$ cat src/hdl/assert_macros.svh
// ----------------------------------------------------------------------------
// assert_macros.svh
// concurrent assertion shorthands shared by the rtl
// ----------------------------------------------------------------------------
`ifndef ASSERT_MACROS_SVH
`define ASSERT_MACROS_SVH

// checked on every rising clock edge once reset is released
`define DRK_ASSERT(lbl, prop, msg) \
   lbl: assert property (@(posedge clock) disable iff (reset) prop) else $error(msg);

// checked on every rising clock edge, reset included
`define DRK_ASSERT_ALWAYS(lbl, prop, msg) \
   lbl: assert property (@(posedge clock) prop) else $error(msg);

`endif

$ cat src/hdl/drk_pkg.sv
// ----------------------------------------------------------------------------
// drk_pkg
// shared constants and types of the dynamic range k-th smallest core
// ----------------------------------------------------------------------------
package drk_pkg;

   // store geometry
   localparam int DEPTH      = 1024;
   localparam int VALUE_BITS = 16;
   localparam int ADDR_W     = (DEPTH > 1) ? $clog2(DEPTH) : 1;
   localparam int CNT_W      = ADDR_W + 1;

   // request / response field widths
   localparam int POS_W  = 10;
   localparam int RANK_W = 11;
   localparam int KV_W   = 16;

   // request opcodes
   localparam logic OP_QUERY  = 1'b0;
   localparam logic OP_UPDATE = 1'b1;

   // query command from the front end to the selection sequencer
   typedef struct packed {
      logic              start;
      logic              err;
      logic [ADDR_W-1:0] lo;
      logic [ADDR_W-1:0] hi;
      logic [RANK_W-1:0] rank;
   } drk_cmd_type;

   // finished query from the selection sequencer
   typedef struct packed {
      logic                  valid;
      logic                  err;
      logic [VALUE_BITS-1:0] value;
   } drk_res_type;

endpackage

$ cat src/hdl/drk_select.sv
// ----------------------------------------------------------------------------
// drk_select
// radix selection sequencer: one range scan per value bit through a shared
// compare and count unit
// ----------------------------------------------------------------------------
module drk_select import drk_pkg::*; (
   input  logic                  clock,
   input  logic                  reset,
   input  drk_cmd_type           cmd,
   input  logic                  res_take,
   input  logic [VALUE_BITS-1:0] rd_data,
   output logic                  rd_en,
   output logic [ADDR_W-1:0]     rd_addr,
   output logic                  idle,
   output drk_res_type           res
);

   typedef enum logic [4:0] {
      ST_IDLE   = 5'b00001,
      ST_SCAN   = 5'b00010,
      ST_DRAIN  = 5'b00100,
      ST_DECIDE = 5'b01000,
      ST_DONE   = 5'b10000
   } state_type;

   state_type             state_ff, state_in;
   logic [ADDR_W-1:0]     lo_ff, lo_in;
   logic [ADDR_W-1:0]     hi_ff, hi_in;
   logic [ADDR_W-1:0]     addr_ff, addr_in;
   logic [RANK_W-1:0]     rank_ff, rank_in;
   logic [CNT_W-1:0]      zeros_ff, zeros_in;
   logic [VALUE_BITS-1:0] prefix_ff, prefix_in;
   logic [VALUE_BITS-1:0] decided_ff, decided_in;
   logic [VALUE_BITS-1:0] cur_ff, cur_in;
   logic                  err_ff, err_in;
   logic                  rd_vld_ff, rd_vld_in;
   logic                  match;
   logic                  go_high;

   // shared compare: entry matches the prefix and has a zero in the current bit
   assign match = ((rd_data & decided_ff) == prefix_ff) && ((rd_data & cur_ff) == '0);

   // rank lies above the zero group
   assign go_high = 32'(rank_ff) > 32'(zeros_ff);

   assign rd_vld_in = (state_ff == ST_SCAN);

   // sequencer
   always_comb begin
      state_in   = state_ff;
      lo_in      = lo_ff;
      hi_in      = hi_ff;
      addr_in    = addr_ff;
      rank_in    = rank_ff;
      zeros_in   = zeros_ff;
      prefix_in  = prefix_ff;
      decided_in = decided_ff;
      cur_in     = cur_ff;
      err_in     = err_ff;

      // count matches as read data returns
      if (rd_vld_ff && match) begin
         zeros_in = zeros_ff + 1'b1;
      end

      case (state_ff)
         ST_IDLE: begin
            if (cmd.start) begin
               lo_in      = cmd.lo;
               hi_in      = cmd.hi;
               addr_in    = cmd.lo;
               rank_in    = cmd.rank;
               zeros_in   = '0;
               prefix_in  = '0;
               decided_in = '0;
               cur_in     = {1'b1, {(VALUE_BITS-1){1'b0}}};
               err_in     = cmd.err;
               state_in   = cmd.err ? ST_DONE : ST_SCAN;
            end
         end
         ST_SCAN: begin
            addr_in = addr_ff + 1'b1;
            if (addr_ff == hi_ff) begin
               state_in = ST_DRAIN;
            end
         end
         ST_DRAIN: begin
            state_in = ST_DECIDE;
         end
         ST_DECIDE: begin
            if (go_high) begin
               rank_in   = rank_ff - RANK_W'(zeros_ff);
               prefix_in = prefix_ff | cur_ff;
            end
            decided_in = decided_ff | cur_ff;
            zeros_in   = '0;
            addr_in    = lo_ff;
            if (cur_ff[0]) begin
               state_in = ST_DONE;
            end else begin
               cur_in   = cur_ff >> 1;
               state_in = ST_SCAN;
            end
         end
         ST_DONE: begin
            if (res_take) begin
               state_in = ST_IDLE;
            end
         end
         default: begin
            state_in = ST_IDLE;
         end
      endcase
   end

   always_ff @(posedge clock) begin
      if (reset) begin
         state_ff  <= ST_IDLE;
         rd_vld_ff <= 1'b0;
      end else begin
         state_ff  <= state_in;
         rd_vld_ff <= rd_vld_in;
      end
   end

   always_ff @(posedge clock) begin
      lo_ff      <= lo_in;
      hi_ff      <= hi_in;
      addr_ff    <= addr_in;
      rank_ff    <= rank_in;
      zeros_ff   <= zeros_in;
      prefix_ff  <= prefix_in;
      decided_ff <= decided_in;
      cur_ff     <= cur_in;
      err_ff     <= err_in;
   end

   // outputs
   assign rd_en     = (state_ff == ST_SCAN);
   assign rd_addr   = addr_ff;
   assign idle      = (state_ff == ST_IDLE);
   assign res.valid = (state_ff == ST_DONE);
   assign res.err   = err_ff;
   assign res.value = err_ff ? '0 : prefix_ff;

endmodule

$ cat config.mk
export PLATFORM = sky130hd
export DESIGN_NAME = drk_select
export DESIGN_NICKNAME = d
export VERILOG_FILES = /design/src/hdl/assert_macros.svh /design/src/hdl/drk_pkg.sv /design/src/hdl/drk_select.sv
export SDC_FILE = /design/constraint.sdc
export NUM_CORES = 1
export LEC_CHECK = 0
export BUFFER_PORTS_ARGS = -buffer_cell sky130_fd_sc_hd__buf_2
export CAP_MARGIN = 20
export CORE_AREA = 3 3 114 116
export DETAILED_ROUTE_END_ITERATION = 7
export DIE_AREA = 0 0 117 119
export GPL_ROUTABILITY_DRIVEN = 1
export REMOVE_ABC_BUFFERS = 1
export SLEW_MARGIN = 0
export SYNTH_ARGS = -nofsm -noshare
export SYNTH_HDL_FRONTEND = slang
export SYNTH_SLANG_ARGS = --single-unit
$ cat constraint.sdc
create_clock -name clock -period 9.26 [get_ports clock]
set_clock_uncertainty 0.1 [all_clocks]
set_input_delay 0.463 -clock clock [delete_from_list [all_inputs] [get_ports clock]]
set_output_delay 0.463 -clock clock [all_outputs]
set_load 0.03 [all_outputs]
# Yosys cells after proc, flatten, opt, wreduce, memory -nomap -nowiden
# Cells that the tools add are included.
[totals]
ff_bits = 107
out_inout_bits = 30
elab_cells = 65
[op_classes]
addsub = 3
magnitude_cmp = 1
n_eq_ne = 12
muxes = 22
bitwise = 4
reduce_logical = 11
[op_table]
columns = ["cell", "count"]
rows = [
  ["$pmux W16 S2", 3],
  ["$mux W16", 5],
  ["$mux W11", 4],
  ["$pmux W11 S2", 2],
  ["$and A16 B16 Y16", 2],
  ["$or A16 B16 Y16", 2],
  ["$pmux W10 S3", 1],
  ["$mux W5", 5],
  ["$pmux W5 S5", 1],
  ["$eq A16 B16 Y1", 1],
  ["$logic_not A16 Y1", 1],
  ["$add A11 B1 Y11 const B", 1],
  ["$gt A11 B11 Y1", 1],
  ["$sub A11 B11 Y11", 1],
  ["$add A10 B1 Y10 const B", 1],
  ["$eq A10 B10 Y1", 1],
  ["$mux W10", 1],
  ["$reduce_and A3 Y1", 3],
  ["$ne A2 B2 Y1 const B", 4],
  ["$reduce_and A2 Y1", 3],
  ["$eq A5 B1 Y1 const B", 1],
  ["$eq A5 B2 Y1 const B", 1],
  ["$eq A5 B3 Y1 const B", 1],
  ["$eq A5 B4 Y1 const B", 1],
  ["other kinds (5)", 6],
]

# Longest topological paths before layout
[logic_depth]
word_depth = 7
mapped_depth = 9
ltp_nobuf = 9

# Least setup slack after synthesis
# No wires, ideal clock.
[synth_path]
path_type = "register to register"
startpoint = "reg zeros_ff[4]"
endpoint = "reg prefix_ff[0] (enable)"
setup_time_ps = 453
t_arrival_ps = 3796
slack_ps = 4912
path_stages_with_launch = 10
period_less_slack_ps = 4348
path_cell_list = "dfxtp_1 -> clkbuf_1 -> inv_1 -> ha_1 -> nand3_1 -> a21oi_1 -> a211oi_1 -> o21ai_0 -> a2111oi_0 -> a211oi_1"
[synth_via]
elab_chain_cells = 3
[synth_lines]
columns = ["item", "line", "text"]
rows = [
  ["start: declaration", "drk_select.sv:31", "logic [CNT_W-1:0] zeros_ff, zeros_in;"],
  ["start signal: assignment", "drk_select.sv:131", "zeros_ff <= zeros_in;"],
  ["$gt A11 B11 Y1", "drk_select.sv:44", "assign go_high = 32'(rank_ff) > 32'(zeros_ff);"],
  ["$ne A2 B2 Y1 (no source line)", "n/a", ""],
  ["$reduce_and A3 Y1 (no source line)", "n/a", ""],
  ["end signal: assignment", "drk_select.sv:132", "prefix_ff <= prefix_in;"],
  ["end: declaration", "drk_select.sv:32", "logic [VALUE_BITS-1:0] prefix_ff, prefix_in;"],
]
# No other way between the ends.
# A chain may end at the register's enable or synchronous reset.

# Worst setup path in the final report
[layout_path]
startpoint = "reg zeros_ff[3]"
endpoint = "reg prefix_ff[10] (enable)"
# The elaborated chain is that of the path after synthesis.

==> out/qor.yml <==
run_status:
  status: "finished, final reports clean"
clocking:
  cts_buffer_depth: 2
  clk_latency_ns: 0.34
  hold_buffers: 0
  clock-sinks: 107
  postCtsResizedCells: 0
  htree_num_levels: 3
  cts_tree: "done"
  tritoncts.num_buffers: 9
  post_cts_buffers: 0
  clk_transition_reported_paths_ns: 0.07
  cts_root_buf: "sky130_fd_sc_hd__clkbuf_16"
routing:
  route.final.wire_length_um: 12100
  wl_per_instance_um: 16.2
  firstDrtPassIters: 5
  num_vias: 4115
  antenna_left: 0
  vias_per_cell: 5.52
  drc_marker_count_from_the_first_detailed_route_iteration: 219
  route.detailed.drc: 0
run:
  maxCapViolations: 0
floorplan:
  fp.coreArea_mm2: 0.0120
  std_cell_rows: 40
  die-area_mm2: 0.0139
  boundaryPins: 82
  die_width_um: 117
  die_height_um: 119
  starting_density_of_the_core: 0.453
final_layout:
  area.sequential_mm2: 0.00304
  syn2layout_area_growth_pct: 15.7
  multiInputGateArea_mm2: 0.00225
  drive_above_1_share: 0.174
  final_cell_area_mm2: 0.00629
  nNetsFinal: 660
  antennaDiodeCount: 0
  fillers: 1104
worst_setup_path:
  critical_path.reg2reg.startpoint: "zeros_ff[3]"
  worstPathArrival_ns: 3.30
  reg2reg_depth: 9
  worstPathMaxFanout: 18
  worstSetupPathType: "reg -> reg"
  worst_r2r_endpoint: "prefix_ff[10]"
  cp.required_ns: 9.18
  cp-end-kind: "flop"
  startpoint_type: "flop"
  setup.reg_to_reg.worst_slack_ns: 5.89
yosys:
  synthesized_instance_count: 514
  synth_area_leader_cell: "sky130_fd_sc_hd__edfxtp_1"
  post_synth_xor_area_fraction: 0.0467
  synth_top_area_frac: 0.497
  synth_mux_area_frac: 0.00575
  syn-mean-instance-area_um2: 10.6
  synth.ff_latch_count: 107
  synthMostInstantiatedCell: "sky130_fd_sc_hd__nor2_1"
  post_synth_main_area_contributors: "sky130_fd_sc_hd__edfxtp_1 (50%), sky130_fd_sc_hd__nor2_1 (6.6%), sky130_fd_sc_hd__dfxtp_1 (6.3%), sky130_fd_sc_hd__xnor2_1 (3.2%), sky130_fd_sc_hd__ha_1 (3.0%)"
  synth_flop_cell: "sky130_fd_sc_hd__edfxtp_1"
  synth_compound_gate_area_share: 0.126
  yosysSeqAreaShare: 0.560
  post_synth_and_or_nand_nor_area_fraction: 0.200
  synth_area_in_adders: 0.0336
  count_of_cell_types_in_the_netlist: 51
  yosysWarningCount: 0
  synth_edf_count: 90
  syn-cell-area_mm2: 0.00544
  async_flop_share: 0
  ranking_of_synthesized_cells_by_instance_count: "sky130_fd_sc_hd__nor2_1 (95), sky130_fd_sc_hd__edfxtp_1 (90), sky130_fd_sc_hd__nand2_1 (31), sky130_fd_sc_hd__inv_1 (22)"
  synth_top_family_by_area: "simple AND/OR/NAND/NOR gates"
sta:
  fmaxAchievable_mhz: 296
  fin_tns_setup_ns: 0
  hold_viol_final: 0
  maxSlewHeadroom: 0.286
  tightestPinTransition_ns: 1.07
  slew_violations: 0
  final_min_period_over_clock_period: 0.364
  report.final.setup_viol: 0
  grt_setup_unrepaired: "false"
  post-route-min-period_ns: 3.37
placement:
  dp_hpwl_um: 8710
  port_buffers: 81
  globalplace.congestion: 0.825
  postPlaceCellArea_mm2: 0.00600
global_routing:
  grt-ovfl-total: 0
  grt_first_pass_wirelength_um: 19500
  gr-usage-all-layers: 0.180
  initial_antenna_violation_count: 0
  first_global_vias: 3901
  grt_max_degree: 59
hold_path:
  hold_path.class: "in -> reg"
  hp-start: "cmd[20]"
  worst_hold_path.num_cells: 1
  holdPathEnd: "hi_ff[9]"
pwr:
  ir_worst_vdd_mv: 0.114
  total_leakage_power_nw: 2.48
  power_density_mw_per_mm2: 178
==> registers in the layout (all words and copies together), names as in the netlist <==
register / flops
err_ff: 1
prefix_ff: 16
rd_vld_ff: 1
rank_ff: 11
lo_ff: 10
cur_ff: 16
state_ff: 5
rd_addr: 10
zeros_ff: 11
hi_ff: 10
decided_ff: 16
==> worst max path at each step <==
| stage | startpoint | end | slack (ns) | depth (start not counted) |
|---|---|---|---|---|
| 2_1_floorplan | state_ff[1] | prefix_ff[0] | 4.77 | 5 |
| 3_3_place_gp | zeros_ff[4] | prefix_ff[10] | 6.04 | 9 |
| 3_5_place_dp | zeros_ff[4] | prefix_ff[10] | 5.87 | 9 |
| 4_1_cts | zeros_ff[4] | prefix_ff[1] | 5.86 | 9 |
| 5_1_grt | zeros_ff[4] | prefix_ff[15] | 5.53 | 9 |
| 6_report | zeros_ff[3] | prefix_ff[10] | 5.89 | 9 |
==> power by group <==
part / internal, mW / switching, mW / total, mW / leakage, nW
Clock: 0.210 / 0.169 / 0.380 / 0.135
Sequential: 0.562 / 0.0304 / 0.593 / 1.01
Combinational: 0.0559 / 0.0924 / 0.148 / 1.33
Total: 0.829 / 0.292 / 1.12 / 2.48
==> cell families (layout without fill, tap and decap cells) <==
group	Yosys count	count (layout)
compound gates	99	99
xor+xnor	29	29
fa+ha+maj	14	14
buf+inv	39	124
flops	107	107
mux	3	3
simple gates	223	223
==> worst max-delay path: stages, from the launching register on <==
cell                        delay (ns)
sky130_fd_sc_hd__dfxtp_1          0.45
sky130_fd_sc_hd__inv_1            0.09
sky130_fd_sc_hd__ha_1             0.36
sky130_fd_sc_hd__nand3_1          0.12
sky130_fd_sc_hd__a21oi_1          0.14
sky130_fd_sc_hd__a211oi_1         0.08
sky130_fd_sc_hd__o21ai_0          0.45
sky130_fd_sc_hd__a2111oi_0        0.28
sky130_fd_sc_hd__a211oi_4         0.58
sky130_fd_sc_hd__buf_4            0.40
==> cell usage in the layout (no fill, tap or decap), types with 2 or more instances in the layout <==
cell type | synthesis | routed
sky130_fd_sc_hd__xor2_1 | 9 | 9
sky130_fd_sc_hd__nor3_1 | 8 | 8
sky130_fd_sc_hd__nand2b_1 | 2 | 2
sky130_fd_sc_hd__o211ai_1 | 2 | 2
sky130_fd_sc_hd__mux2i_1 | 2 | 2
sky130_fd_sc_hd__ha_1 | 13 | 13
sky130_fd_sc_hd__nor2b_1 | 19 | 19
sky130_fd_sc_hd__nand2_1 | 31 | 31
sky130_fd_sc_hd__xnor2_1 | 20 | 20
sky130_fd_sc_hd__a211oi_1 | 9 | 8
sky130_fd_sc_hd__nor4_1 | 5 | 5
sky130_fd_sc_hd__o21ai_0 | 18 | 17
sky130_fd_sc_hd__inv_1 | 22 | 22
sky130_fd_sc_hd__clkbuf_16 | 0 | 9
sky130_fd_sc_hd__and2_1 | 14 | 14
sky130_fd_sc_hd__edfxtp_1 | 90 | 90
sky130_fd_sc_hd__a22o_1 | 5 | 5
sky130_fd_sc_hd__nand4_1 | 10 | 10
sky130_fd_sc_hd__nor2_1 | 95 | 95
sky130_fd_sc_hd__dfxtp_1 | 17 | 17
sky130_fd_sc_hd__a21o_1 | 5 | 5
sky130_fd_sc_hd__o22a_1 | 4 | 4
sky130_fd_sc_hd__o21bai_1 | 2 | 2
sky130_fd_sc_hd__o31ai_1 | 5 | 5
sky130_fd_sc_hd__or4_1 | 3 | 3
sky130_fd_sc_hd__a21oi_1 | 20 | 20
sky130_fd_sc_hd__a21boi_0 | 5 | 5
sky130_fd_sc_hd__clkbuf_1 | 12 | 3
sky130_fd_sc_hd__buf_4 | 1 | 3
sky130_fd_sc_hd__a221oi_1 | 3 | 3
sky130_fd_sc_hd__clkinv_1 | 1 | 2
sky130_fd_sc_hd__and3_1 | 10 | 10
sky130_fd_sc_hd__buf_2 | 0 | 81
sky130_fd_sc_hd__or3_1 | 3 | 3
sky130_fd_sc_hd__o21a_1 | 6 | 6
sky130_fd_sc_hd__a221o_1 | 4 | 4
sky130_fd_sc_hd__nand3_1 | 13 | 13
sky130_fd_sc_hd__a22oi_1 | 6 | 6
sky130_fd_sc_hd__and3b_1 | 5 | 5
==> through the flow <==
stage / cells / total power, mW / setup slack [ns] / hold slack, ns / util
2_1_floorplan: 498 / 0.694 / 4.77 / 0.352 / -
3_5_place_dp: 730 / 0.752 / 5.87 / 0.394 / 0.500
5_1_grt: 746 / 1.17 / 5.53 / 0.179 / 0.523
6_report: 746 / 1.12 / 5.89 / 0.188 / 0.523
4_1_cts: 746 / 1.13 / 5.86 / 0.178 / 0.523
3_3_place_gp: 729 / 0.748 / 6.04 / 0.363 / 0.499
==> metal layers <==
metal / global-route usage / up-vias / wire (µm)
met5: 0 / - / 0
met4: 0.0538 / 0 / 149
met3: 0.0295 / 12 / 594
met2: 0.278 / 111 / 5570
met1: 0.260 / 1967 / 5790
li1: - / 2025 / -
==> layout make-up <==
type / count / share of cell area
inverter: 23 / 0.0137
sequential: 107 / 0.484
multi-input combinational: 368 / 0.358
clock inverter: 4 / 0.00796
timing repair buffer: 85 / 0.0699
clock buffer: 12 / 0.0376
tap: 147 / 0.0293
(Power assumes the default switching activity.)
